$ cat config.mk
export PLATFORM = sky130hd
export DESIGN_NAME = thick_line_rasterizer_core
export DESIGN_NICKNAME = d
export VERILOG_FILES = /design/src/rtl/tlr_pkg.sv /design/src/rtl/thick_line_rasterizer_core.sv /design/src/rtl/tlr_ctrl.sv /design/src/rtl/tlr_datapath.sv
export SDC_FILE = /design/constraint.sdc
export NUM_CORES = 1
export LEC_CHECK = 0
export BUFFER_PORTS_ARGS = -buffer_cell sky130_fd_sc_hd__clkbuf_2
export CAP_MARGIN = 20
export CORE_MARGIN = 2
export CORE_UTILIZATION = 48
export DETAILED_ROUTE_END_ITERATION = 10
export PLACE_DENSITY_LB_ADDON = 0.08
export SETUP_SLACK_MARGIN = 0.05
export SYNTH_ARGS = -nofsm -noshare
export SYNTH_HDL_FRONTEND = slang
export SYNTH_SLANG_ARGS = --single-unit
$ cat constraint.sdc
create_clock -name clock -period 5.6 [get_ports clock]
set_input_delay 0.84 -clock clock [delete_from_list [all_inputs] [get_ports clock]]
set_output_delay 0.84 -clock clock [all_outputs]
set_load 0.01 [all_outputs]
$ cat src/rtl/tlr_pkg.sv
// tlr_pkg: shared types and constants of the thick line rasterizer
// item structs, register indexes, controller states and command/status groups
// no dependencies
`timescale 1ns / 1ps
`default_nettype none

package tlr_pkg;

   localparam int COORD_BITS   = 12;
   localparam int MAX_RADIUS   = 3;
   localparam int RAD_BITS     = 2;
   localparam int DIM_BITS     = COORD_BITS + 1;
   localparam int CHAN_BITS    = 3;
   localparam int COLOR_BITS   = 32;
   localparam int ADDR_BITS    = 26;
   localparam int ERR_BITS     = COORD_BITS + 2;
   localparam int CMP_BITS     = ERR_BITS + 2;
   localparam int OFS_BITS     = $clog2(MAX_RADIUS + 1) + 1;
   localparam int SQ_BITS      = 2 * OFS_BITS + 1;
   localparam int PX_BITS      = COORD_BITS + 2;
   localparam int ROW_BITS     = COORD_BITS + DIM_BITS + 1;
   localparam int CSR_IDX_BITS = 2;

   localparam logic FUNC_START = 1'b0;
   localparam logic FUNC_STEP  = 1'b1;

   localparam logic [DIM_BITS-1:0]   WIDTH_RESET    = DIM_BITS'(1024);
   localparam logic [DIM_BITS-1:0]   HEIGHT_RESET   = DIM_BITS'(1024);
   localparam logic [CHAN_BITS-1:0]  CHANNELS_RESET = CHAN_BITS'(3);

   typedef enum logic [CSR_IDX_BITS-1:0] {
      CSR_IMAGE_WIDTH  = 2'd0,
      CSR_IMAGE_HEIGHT = 2'd1,
      CSR_CHANNELS     = 2'd2,
      CSR_PIXEL_COLOR  = 2'd3
   } csr_index_type;

   typedef enum logic [1:0] {
      ST_IDLE,
      ST_SCAN,
      ST_DRAIN,
      ST_FLUSH
   } ctrl_state_type;

   typedef struct packed {
      logic                  func;
      logic [COORD_BITS-1:0] start_x;
      logic [COORD_BITS-1:0] start_y;
      logic [COORD_BITS-1:0] end_x;
      logic [COORD_BITS-1:0] end_y;
      logic [RAD_BITS-1:0]   brush_radius;
   } req_item_type;

   typedef struct packed {
      logic [COORD_BITS-1:0] pixel_x;
      logic [COORD_BITS-1:0] pixel_y;
      logic [ADDR_BITS-1:0]  byte_address;
      logic                  write_enable;
      logic                  last_of_point;
      logic                  line_done;
   } rsp_item_type;

   typedef struct packed {
      logic load;
      logic step;
      logic scan;
      logic flush;
   } cmd_type;

   typedef struct packed {
      logic en;
      logic pipe_busy;
      logic scan_last;
      logic finished;
      logic req_func;
   } status_type;

endpackage

`default_nettype wire

$ cat src/rtl/thick_line_rasterizer_core.sv
// an item is taken only in the idle state: a start loads the line, a step advances
// it, then the brush offsets are scanned, one brush offset tested per cycle while
// the output is not stalled; the address pipeline drains and a flush gives the last
// result. a step after the line ended goes straight to the flush for its single result.
// one item at a time; output stalls hold the offset scan.
// reset (synchronous, active high): no line active, config at defaults.
`timescale 1ns / 1ps
`default_nettype none

module thick_line_rasterizer_core (
   input  wire logic                             clock,
   input  wire logic                             reset,
   input  wire logic                             req_valid,
   output logic                                  req_ready,
   input  wire tlr_pkg::req_item_type            req_item,
   output logic                                  rsp_valid,
   input  wire logic                             rsp_ready,
   output tlr_pkg::rsp_item_type                 rsp_item,
   input  wire logic                             csr_we,
   input  wire logic [tlr_pkg::CSR_IDX_BITS-1:0] csr_index,
   input  wire logic [tlr_pkg::COLOR_BITS-1:0]   csr_wdata
);

   tlr_pkg::cmd_type    cmd;
   tlr_pkg::status_type status;

   tlr_ctrl u_ctrl (
      .clock     (clock),
      .reset     (reset),
      .req_valid (req_valid),
      .req_ready (req_ready),
      .status    (status),
      .cmd       (cmd)
   );

   tlr_datapath u_datapath (
      .clock     (clock),
      .reset     (reset),
      .req_item  (req_item),
      .rsp_item  (rsp_item),
      .rsp_valid (rsp_valid),
      .rsp_ready (rsp_ready),
      .csr_we    (csr_we),
      .csr_index (csr_index),
      .csr_wdata (csr_wdata),
      .cmd       (cmd),
      .status    (status)
   );

endmodule

`default_nettype wire

$ cat src/rtl/tlr_ctrl.sv
// tlr_ctrl: sequencing of one item: line update, brush scan, drain, final flush
// depends on tlr_pkg
`timescale 1ns / 1ps
`default_nettype none

module tlr_ctrl (
   input  wire logic                clock,
   input  wire logic                reset,
   input  wire logic                req_valid,
   output logic                     req_ready,
   input  wire tlr_pkg::status_type status,
   output tlr_pkg::cmd_type         cmd
);

   tlr_pkg::ctrl_state_type state_ff, state_in;

   always_ff @(posedge clock) begin
      if (reset) begin
         state_ff <= tlr_pkg::ST_IDLE;
      end else begin
         state_ff <= state_in;
      end
   end

   always_comb begin
      state_in  = state_ff;
      req_ready = 1'b0;
      cmd       = '0;
      case (state_ff)
         tlr_pkg::ST_IDLE: begin
            req_ready = 1'b1;
            if (req_valid) begin
               if (status.req_func == tlr_pkg::FUNC_START) begin
                  cmd.load = 1'b1;
                  state_in = tlr_pkg::ST_SCAN;
               end else if (!status.finished) begin
                  cmd.step = 1'b1;
                  state_in = tlr_pkg::ST_SCAN;
               end else begin
                  state_in = tlr_pkg::ST_FLUSH;
               end
            end
         end
         tlr_pkg::ST_SCAN: begin
            cmd.scan = 1'b1;
            if (status.en && status.scan_last) begin
               state_in = tlr_pkg::ST_DRAIN;
            end
         end
         tlr_pkg::ST_DRAIN: begin
            if (!status.pipe_busy) begin
               state_in = tlr_pkg::ST_FLUSH;
            end
         end
         tlr_pkg::ST_FLUSH: begin
            cmd.flush = 1'b1;
            if (status.en) begin
               state_in = tlr_pkg::ST_IDLE;
            end
         end
         default: begin
            state_in = tlr_pkg::ST_IDLE;
         end
      endcase
   end

   a_flush_after_drain: assert property (@(posedge clock) disable iff (reset)
      cmd.flush |-> !status.pipe_busy)
      else $error("flush while brush pipeline still busy");

   a_scan_flush_excl: assert property (@(posedge clock) disable iff (reset)
      !(cmd.scan && cmd.flush) && !(cmd.load && cmd.step))
      else $error("conflicting commands");

   a_start_goes_scan: assert property (@(posedge clock) disable iff (reset)
      (state_ff == tlr_pkg::ST_IDLE && req_valid && status.req_func == tlr_pkg::FUNC_START)
      |=> state_ff == tlr_pkg::ST_SCAN)
      else $error("start item did not begin a scan");

endmodule

`default_nettype wire

$ cat src/rtl/tlr_datapath.sv
// tlr_datapath: config registers, bresenham line state, brush offset scan,
// address pipeline and result register; depends on tlr_pkg
`timescale 1ns / 1ps
`default_nettype none

module tlr_datapath (
   input  wire logic                                  clock,
   input  wire logic                                  reset,
   input  wire tlr_pkg::req_item_type                 req_item,
   output tlr_pkg::rsp_item_type                      rsp_item,
   output logic                                       rsp_valid,
   input  wire logic                                  rsp_ready,
   input  wire logic                                  csr_we,
   input  wire logic [tlr_pkg::CSR_IDX_BITS-1:0]      csr_index,
   input  wire logic [tlr_pkg::COLOR_BITS-1:0]        csr_wdata,
   input  wire tlr_pkg::cmd_type                      cmd,
   output tlr_pkg::status_type                        status
);

   localparam int CB = tlr_pkg::COORD_BITS;
   localparam int OB = tlr_pkg::OFS_BITS;
   localparam int PB = tlr_pkg::PX_BITS;
   localparam int DB = tlr_pkg::DIM_BITS;
   localparam int EB = tlr_pkg::ERR_BITS;
   localparam int MB = tlr_pkg::CMP_BITS;

   // configuration
   logic [DB-1:0]                  width_ff, height_ff;
   logic [tlr_pkg::CHAN_BITS-1:0]  chan_ff;

   always_ff @(posedge clock) begin
      if (reset) begin
         width_ff  <= tlr_pkg::WIDTH_RESET;
         height_ff <= tlr_pkg::HEIGHT_RESET;
         chan_ff   <= tlr_pkg::CHANNELS_RESET;
      end else if (csr_we) begin
         case (tlr_pkg::csr_index_type'(csr_index))
            tlr_pkg::CSR_IMAGE_WIDTH:  width_ff  <= csr_wdata[DB-1:0];
            tlr_pkg::CSR_IMAGE_HEIGHT: height_ff <= csr_wdata[DB-1:0];
            tlr_pkg::CSR_CHANNELS:     chan_ff   <= csr_wdata[tlr_pkg::CHAN_BITS-1:0];
            default: ;
         endcase
      end
   end

   // line state
   logic [CB-1:0] cur_x_ff, cur_y_ff, tgt_x_ff, tgt_y_ff, dx_ff, dy_ff;
   logic [CB-1:0] cur_x_in, cur_y_in, tgt_x_in, tgt_y_in, dx_in, dy_in;
   logic          neg_x_ff, neg_y_ff, neg_x_in, neg_y_in, finished_ff;
   logic [EB-1:0] err_ff, err_in;
   logic [tlr_pkg::RAD_BITS-1:0] radius_ff, radius_in;
   logic [MB-1:0] e2_w, err_w, dx_w, dy_w;
   logic          move_x, move_y;

   always_comb begin
      cur_x_in  = cur_x_ff;
      cur_y_in  = cur_y_ff;
      tgt_x_in  = tgt_x_ff;
      tgt_y_in  = tgt_y_ff;
      dx_in     = dx_ff;
      dy_in     = dy_ff;
      neg_x_in  = neg_x_ff;
      neg_y_in  = neg_y_ff;
      err_in    = err_ff;
      radius_in = radius_ff;
      err_w     = {{(MB-EB){err_ff[EB-1]}}, err_ff};
      e2_w      = {err_w[MB-2:0], 1'b0};
      dx_w      = MB'(dx_ff);
      dy_w      = MB'(dy_ff);
      move_x    = $signed(e2_w) > $signed(MB'(0) - dy_w);
      move_y    = $signed(e2_w) < $signed(dx_w);
      if (cmd.load) begin
         cur_x_in = req_item.start_x;
         cur_y_in = req_item.start_y;
         tgt_x_in = req_item.end_x;
         tgt_y_in = req_item.end_y;
         dx_in    = (req_item.end_x > req_item.start_x) ?
                    req_item.end_x - req_item.start_x : req_item.start_x - req_item.end_x;
         dy_in    = (req_item.end_y > req_item.start_y) ?
                    req_item.end_y - req_item.start_y : req_item.start_y - req_item.end_y;
         neg_x_in = !(req_item.start_x < req_item.end_x);
         neg_y_in = !(req_item.start_y < req_item.end_y);
         err_in   = EB'(dx_in) - EB'(dy_in);
         radius_in = (32'(req_item.brush_radius) > tlr_pkg::MAX_RADIUS) ?
                     tlr_pkg::RAD_BITS'(tlr_pkg::MAX_RADIUS) : req_item.brush_radius;
      end else if (cmd.step) begin
         if (move_x) begin
            err_w    = err_w - dy_w;
            cur_x_in = neg_x_ff ? cur_x_ff - CB'(1) : cur_x_ff + CB'(1);
         end
         if (move_y) begin
            err_w    = err_w + dx_w;
            cur_y_in = neg_y_ff ? cur_y_ff - CB'(1) : cur_y_ff + CB'(1);
         end
         err_in = err_w[EB-1:0];
      end
   end

   always_ff @(posedge clock) begin
      if (reset) begin
         cur_x_ff    <= '0;
         cur_y_ff    <= '0;
         tgt_x_ff    <= '0;
         tgt_y_ff    <= '0;
         dx_ff       <= '0;
         dy_ff       <= '0;
         neg_x_ff    <= 1'b0;
         neg_y_ff    <= 1'b0;
         err_ff      <= '0;
         radius_ff   <= '0;
         finished_ff <= 1'b1;
      end else if (cmd.load || cmd.step) begin
         cur_x_ff    <= cur_x_in;
         cur_y_ff    <= cur_y_in;
         tgt_x_ff    <= tgt_x_in;
         tgt_y_ff    <= tgt_y_in;
         dx_ff       <= dx_in;
         dy_ff       <= dy_in;
         neg_x_ff    <= neg_x_in;
         neg_y_ff    <= neg_y_in;
         err_ff      <= err_in;
         radius_ff   <= radius_in;
         finished_ff <= (cur_x_in == tgt_x_in) && (cur_y_in == tgt_y_in);
      end
   end

   // brush offset scan, row by row
   logic          en;
   logic [OB-1:0] tx_ff, ty_ff, rad_o, rad_next_o, ax, ay;
   logic [tlr_pkg::SQ_BITS-1:0] dist_sq, rad_sq;
   logic [PB-1:0] px_sum, py_sum;
   logic          keep;

   assign en         = !rsp_valid || rsp_ready;
   assign rad_o      = OB'(radius_ff);
   assign rad_next_o = OB'(radius_in);
   assign ax         = tx_ff[OB-1] ? OB'(0) - tx_ff : tx_ff;
   assign ay         = ty_ff[OB-1] ? OB'(0) - ty_ff : ty_ff;
   assign dist_sq    = tlr_pkg::SQ_BITS'(ax) * tlr_pkg::SQ_BITS'(ax)
                     + tlr_pkg::SQ_BITS'(ay) * tlr_pkg::SQ_BITS'(ay);
   assign rad_sq     = tlr_pkg::SQ_BITS'(rad_o) * tlr_pkg::SQ_BITS'(rad_o);
   assign px_sum     = {2'b00, cur_x_ff} + {{(PB-OB){tx_ff[OB-1]}}, tx_ff};
   assign py_sum     = {2'b00, cur_y_ff} + {{(PB-OB){ty_ff[OB-1]}}, ty_ff};
   assign keep       = (dist_sq <= rad_sq)
                     && (px_sum[PB-1:CB] == '0) && (py_sum[PB-1:CB] == '0)
                     && (DB'(px_sum[CB-1:0]) < width_ff)
                     && (DB'(py_sum[CB-1:0]) < height_ff);

   always_ff @(posedge clock) begin
      if (cmd.load || cmd.step) begin
         tx_ff <= OB'(0) - rad_next_o;
         ty_ff <= OB'(0) - rad_next_o;
      end else if (cmd.scan && en) begin
         if (tx_ff == rad_o) begin
            tx_ff <= OB'(0) - rad_o;
            ty_ff <= ty_ff + OB'(1);
         end else begin
            tx_ff <= tx_ff + OB'(1);
         end
      end
   end

   // address pipeline: test, row address, scaled address
   logic                          a_valid_ff, a_keep_ff, b_valid_ff, b_keep_ff, pend_valid_ff;
   logic [CB-1:0]                 a_px_ff, a_py_ff, b_px_ff, b_py_ff, pend_px_ff, pend_py_ff;
   logic [tlr_pkg::ROW_BITS-1:0]  b_row_ff;
   logic [tlr_pkg::ADDR_BITS-1:0] pend_addr_ff;
   logic                          b_push, rsp_valid_ff;
   tlr_pkg::rsp_item_type         rsp_item_ff;

   assign b_push = b_valid_ff && b_keep_ff;

   always_ff @(posedge clock) begin
      if (reset) begin
         a_valid_ff    <= 1'b0;
         b_valid_ff    <= 1'b0;
         pend_valid_ff <= 1'b0;
         rsp_valid_ff  <= 1'b0;
      end else if (en) begin
         a_valid_ff   <= cmd.scan;
         b_valid_ff   <= a_valid_ff;
         rsp_valid_ff <= (b_push && pend_valid_ff) || cmd.flush;
         if (b_push) begin
            pend_valid_ff <= 1'b1;
         end else if (cmd.flush) begin
            pend_valid_ff <= 1'b0;
         end
      end
   end

   always_ff @(posedge clock) begin
      if (en) begin
         a_keep_ff <= keep;
         a_px_ff   <= px_sum[CB-1:0];
         a_py_ff   <= py_sum[CB-1:0];
         b_keep_ff <= a_keep_ff;
         b_px_ff   <= a_px_ff;
         b_py_ff   <= a_py_ff;
         b_row_ff  <= tlr_pkg::ROW_BITS'(a_py_ff) * tlr_pkg::ROW_BITS'(width_ff)
                    + tlr_pkg::ROW_BITS'(a_px_ff);
         if (b_push) begin
            pend_px_ff   <= b_px_ff;
            pend_py_ff   <= b_py_ff;
            pend_addr_ff <= tlr_pkg::ADDR_BITS'(b_row_ff * tlr_pkg::ROW_BITS'(chan_ff));
         end
         rsp_item_ff.line_done <= finished_ff;
         if (cmd.flush && !pend_valid_ff) begin
            rsp_item_ff.pixel_x       <= cur_x_ff;
            rsp_item_ff.pixel_y       <= cur_y_ff;
            rsp_item_ff.byte_address  <= '0;
            rsp_item_ff.write_enable  <= 1'b0;
            rsp_item_ff.last_of_point <= 1'b1;
         end else begin
            rsp_item_ff.pixel_x       <= pend_px_ff;
            rsp_item_ff.pixel_y       <= pend_py_ff;
            rsp_item_ff.byte_address  <= pend_addr_ff;
            rsp_item_ff.write_enable  <= 1'b1;
            rsp_item_ff.last_of_point <= cmd.flush;
         end
      end
   end

   assign rsp_valid = rsp_valid_ff;
   assign rsp_item  = rsp_item_ff;

   assign status.en        = en;
   assign status.pipe_busy = a_valid_ff || b_valid_ff;
   assign status.scan_last = (tx_ff == rad_o) && (ty_ff == rad_o);
   assign status.finished  = finished_ff;
   assign status.req_func  = req_item.func;

   a_clipped_is_last: assert property (@(posedge clock) disable iff (reset)
      (rsp_valid && !rsp_item.write_enable)
      |-> (rsp_item.last_of_point && rsp_item.byte_address == '0))
      else $error("write-disabled item not last or has an address");

   a_kept_in_width: assert property (@(posedge clock) disable iff (reset)
      (a_valid_ff && a_keep_ff) |-> (DB'(a_px_ff) < width_ff))
      else $error("kept brush pixel outside image width");

   a_kept_in_height: assert property (@(posedge clock) disable iff (reset)
      (b_valid_ff && b_keep_ff) |-> (DB'(b_py_ff) < height_ff))
      else $error("kept brush pixel outside image height");

endmodule

`default_nettype wire
==> reports/metrics.cfg <==
[drt]
viasPerCell = 5.42
postRouteAntennaNets = 0
vias = 22200
routedWlPerCell_um = 18.8
dr.pass1.iters = 7
drt-total-wl_mm = 76.7
drc_errors = 0
drt_iter0_drc = 1633

[hold_path]
worstHoldPathType = reg2reg

[clock_tree]
clk_pin_slew_worst_paths_ps = 60
cts_tree = done
clock_latency_ps = 570
clk_path_buf_depth = 3
holdBufCountCts = 0
htreeDepth = 2
cts_sinks = 311
cts_root_buf = clkbuf_16
cts_buffers = 39

[grt]
grt_max_degree = 84
grt_overflow_total = 0
grt_pass1_vias = 22000
grt_pass1_wl_mm = 120
track_usage = 0.258
antenna_found_initial = 5

[critical_path]
criticalPathCategory = reg2reg
cp.required_ps = 5910
crit_fanout = 4
cp_data_arrival_time_ps = 6150
cp-start-kind = flip-flop
critPathCaptureType = flip-flop

[power]
vdd_ir_drop_max_v = 0.000392
power_w = 0.0173
clock_power_share = 0.152
seqPwrFrac = 0.224
power_density_mw_per_mm2 = 541
p_sw_w = 0.00761
power.internal_w = 0.00972
comb_power_share = 0.624
cellLeakagePower_nw = 14.6
switching_share = 0.439

[sta]
finalSetupViolations = 4
hold_viol_final = 0
drv_slew = 0
fin_ws_ps = -237
worstMarginPinSlew_ps = 965
slew_headroom = 0.348
timing.hold.ws_ps = 418
period_share = 1.04
period_needed_ps = 5840
clock_skew_ps = 20.3
rsz0062_at_grt = true
max_freq_ghz = 0.171

[floorplan]
core_sq_mm = 0.0563
die_w_um = 242
start_util = 0.484
ioPinCount = 145
rows = 87
dieArea_sq_mm = 0.0586
die_h_um = 242

[yosys]
synthesis.area_sq_mm = 0.0272
synth-seq-cells = 311
avgSynthCellArea_sq_um = 9.07
ys_seq_area_frac = 0.297
synth_nets = 3550
synth_edf_count = 185
yosysTopAreaCell = edfxtp_1
ys_types = 89
netlist_instances = 3000
synthArstFlopShare = 0
synthTopCellsByArea = edfxtp_1 (20%), ha_1 (14%), fa_1 (12%), dfxtp_1 (9.3%), inv_1 (5.2%)
synth_flop_cell = edfxtp_1
yosys_warnings = 0
yosysTopAreaCellShare = 0.204

[cells_and_area]
finalCoreUtilization = 0.569
synthToLayoutAreaGrowth_pct = 17.7
layout-drive-gt1-share = 0.169
fin_nets = 3850

[placement]
portBuffers = 125
place_ws_ps = -480
gp_congestion = 0.931
post-dp-hpwl_mm = 60.1

[flow_run]
cap_viol_max_count = 0

[outcome]
violations = setup timing
status = finished with violations

==> sequential cells by signal (all words and copies together), names as in the netlist, 13 cells and up <==
| name | count |
|---|---|
| u_datapath.b_row_ff | 26 |
| u_datapath.pend_addr_ff | 26 |
| u_datapath.rsp_item | 53 |
| u_datapath.height_ff | 13 |
| u_datapath.width_ff | 13 |
| u_datapath.err_ff | 14 |
==> per-layer routing <==
layer  GRT usage  vias up  wire, um
met1       0.369    10700     36300
met2       0.410      493     34500
li1            -    10800         -
met3      0.0372      118      3960
met5           0        -        12
met4      0.0715        2      1900
==> logic make-up after synthesis <==
group	count (synthesis)	synth area share
adder cells (fa/ha/maj)	460	0.255
buffers and inverters	490	0.0680
flip-flops	311	0.297
multiplexers	60	0.0241
XOR/XNOR	164	0.0533
AND/OR/NAND/NOR	926	0.160
AO/OA/AOI/OAI	589	0.143
==> final cells by class <==
class	count	area (sq um)
diodes	1	2.50
repair buffers	370	2500
well taps	756	946
multi-input cells	2199	17800
flip-flops and latches	311	8080
inverters	379	1430
fillers	5154	24200
clock buffers	51	1090
clock inverters	21	236
==> worst paths after layout <==
path	startpoint	to	slack [ps]	depth (start not counted)
max	u_datapath.a_py_ff[2]$_DFFE_PN_	u_datapath.b_row_ff[24]$_DFFE_PN_	-240	21
min	u_datapath.b_px_ff[4]$_DFFE_PN_	u_datapath.pend_px_ff[4]$_DFFE_PP_	420	0
max reg2reg	u_datapath.a_py_ff[2]$_DFFE_PN_	u_datapath.b_row_ff[24]$_DFFE_PN_	-240	21
min reg2reg	u_datapath.b_px_ff[4]$_DFFE_PN_	u_datapath.pend_px_ff[4]$_DFFE_PP_	420	0
==> synthesized netlist by cell type, types with 70 or more instances <==
library cell and number:
and2_1 130, xnor2_1 124, nor3_1 70, clkbuf_1 94
a21oi_1 186, edfxtp_1 185, inv_1 378, nand2_1 377
dfxtp_1 126, ha_1 301, nor2_1 164, fa_1 159
o21ai_0 94
==> through the flow <==
| step | cells | setup TNS [ps] | cell area [sq um] |
|---|---|---|---|
| after detailed placement | 3991 | -1780 | 30200 |
| after global placement | 3991 | -1280 | 30200 |
| after CTS | 4079 | -862 | 31800 |
| after floorplan | 3000 | -67.9 | 27300 |
| after global routing | 4088 | -2650 | 32000 |
| final | 4088 | -579 | 32000 |
==> power by group through the flow <==
stage / sequential (W) / clock (W) / combinational, W
floorplan: 0.00373 / 0 / 0.00736
global placement: 0.00392 / 0 / 0.0100
detailed placement: 0.00394 / 0 / 0.0103
CTS: 0.00388 / 0.00270 / 0.0106
global route: 0.00396 / 0.00277 / 0.0121
finish: 0.00389 / 0.00264 / 0.0108
==> critical path, cell delays in order (launching register included) <==
cell       delay, ps
edfxtp_1         420
buf_6            150
and2_4           150
fa_1             530
inv_1             50
fa_1             400
inv_1             80
fa_1             460
fa_1             520
inv_1             50
fa_1             490
inv_2             40
ha_4             210
a211o_4          350
o41ai_4          290
o2111ai_2        170
a31oi_2          200
o21ai_2          100
or4_4            510
a31o_1           200
a21oi_2          130
xnor2_1           80
==> timing repair <==
item | CTS | global route
setup endpoints to repair | 11 | 15
setup buffers | 16 | 9
pin swaps | 29 | 37
gates resized for setup | 45 | 43
==> layout by cell type, fill, tap and decap left out, drive strengths merged, types with 124 or more instances in the layout <==
| cell | n |
|---|---|
| inv | 381 |
| nand2 | 378 |
| ha | 301 |
| buf | 246 |
| a21oi | 187 |
| edfxtp | 185 |
| clkbuf | 175 |
| nor2 | 165 |
| fa | 159 |
| and2 | 130 |
| dfxtp | 126 |
| xnor2 | 124 |
(Power assumes the default switching activity.)
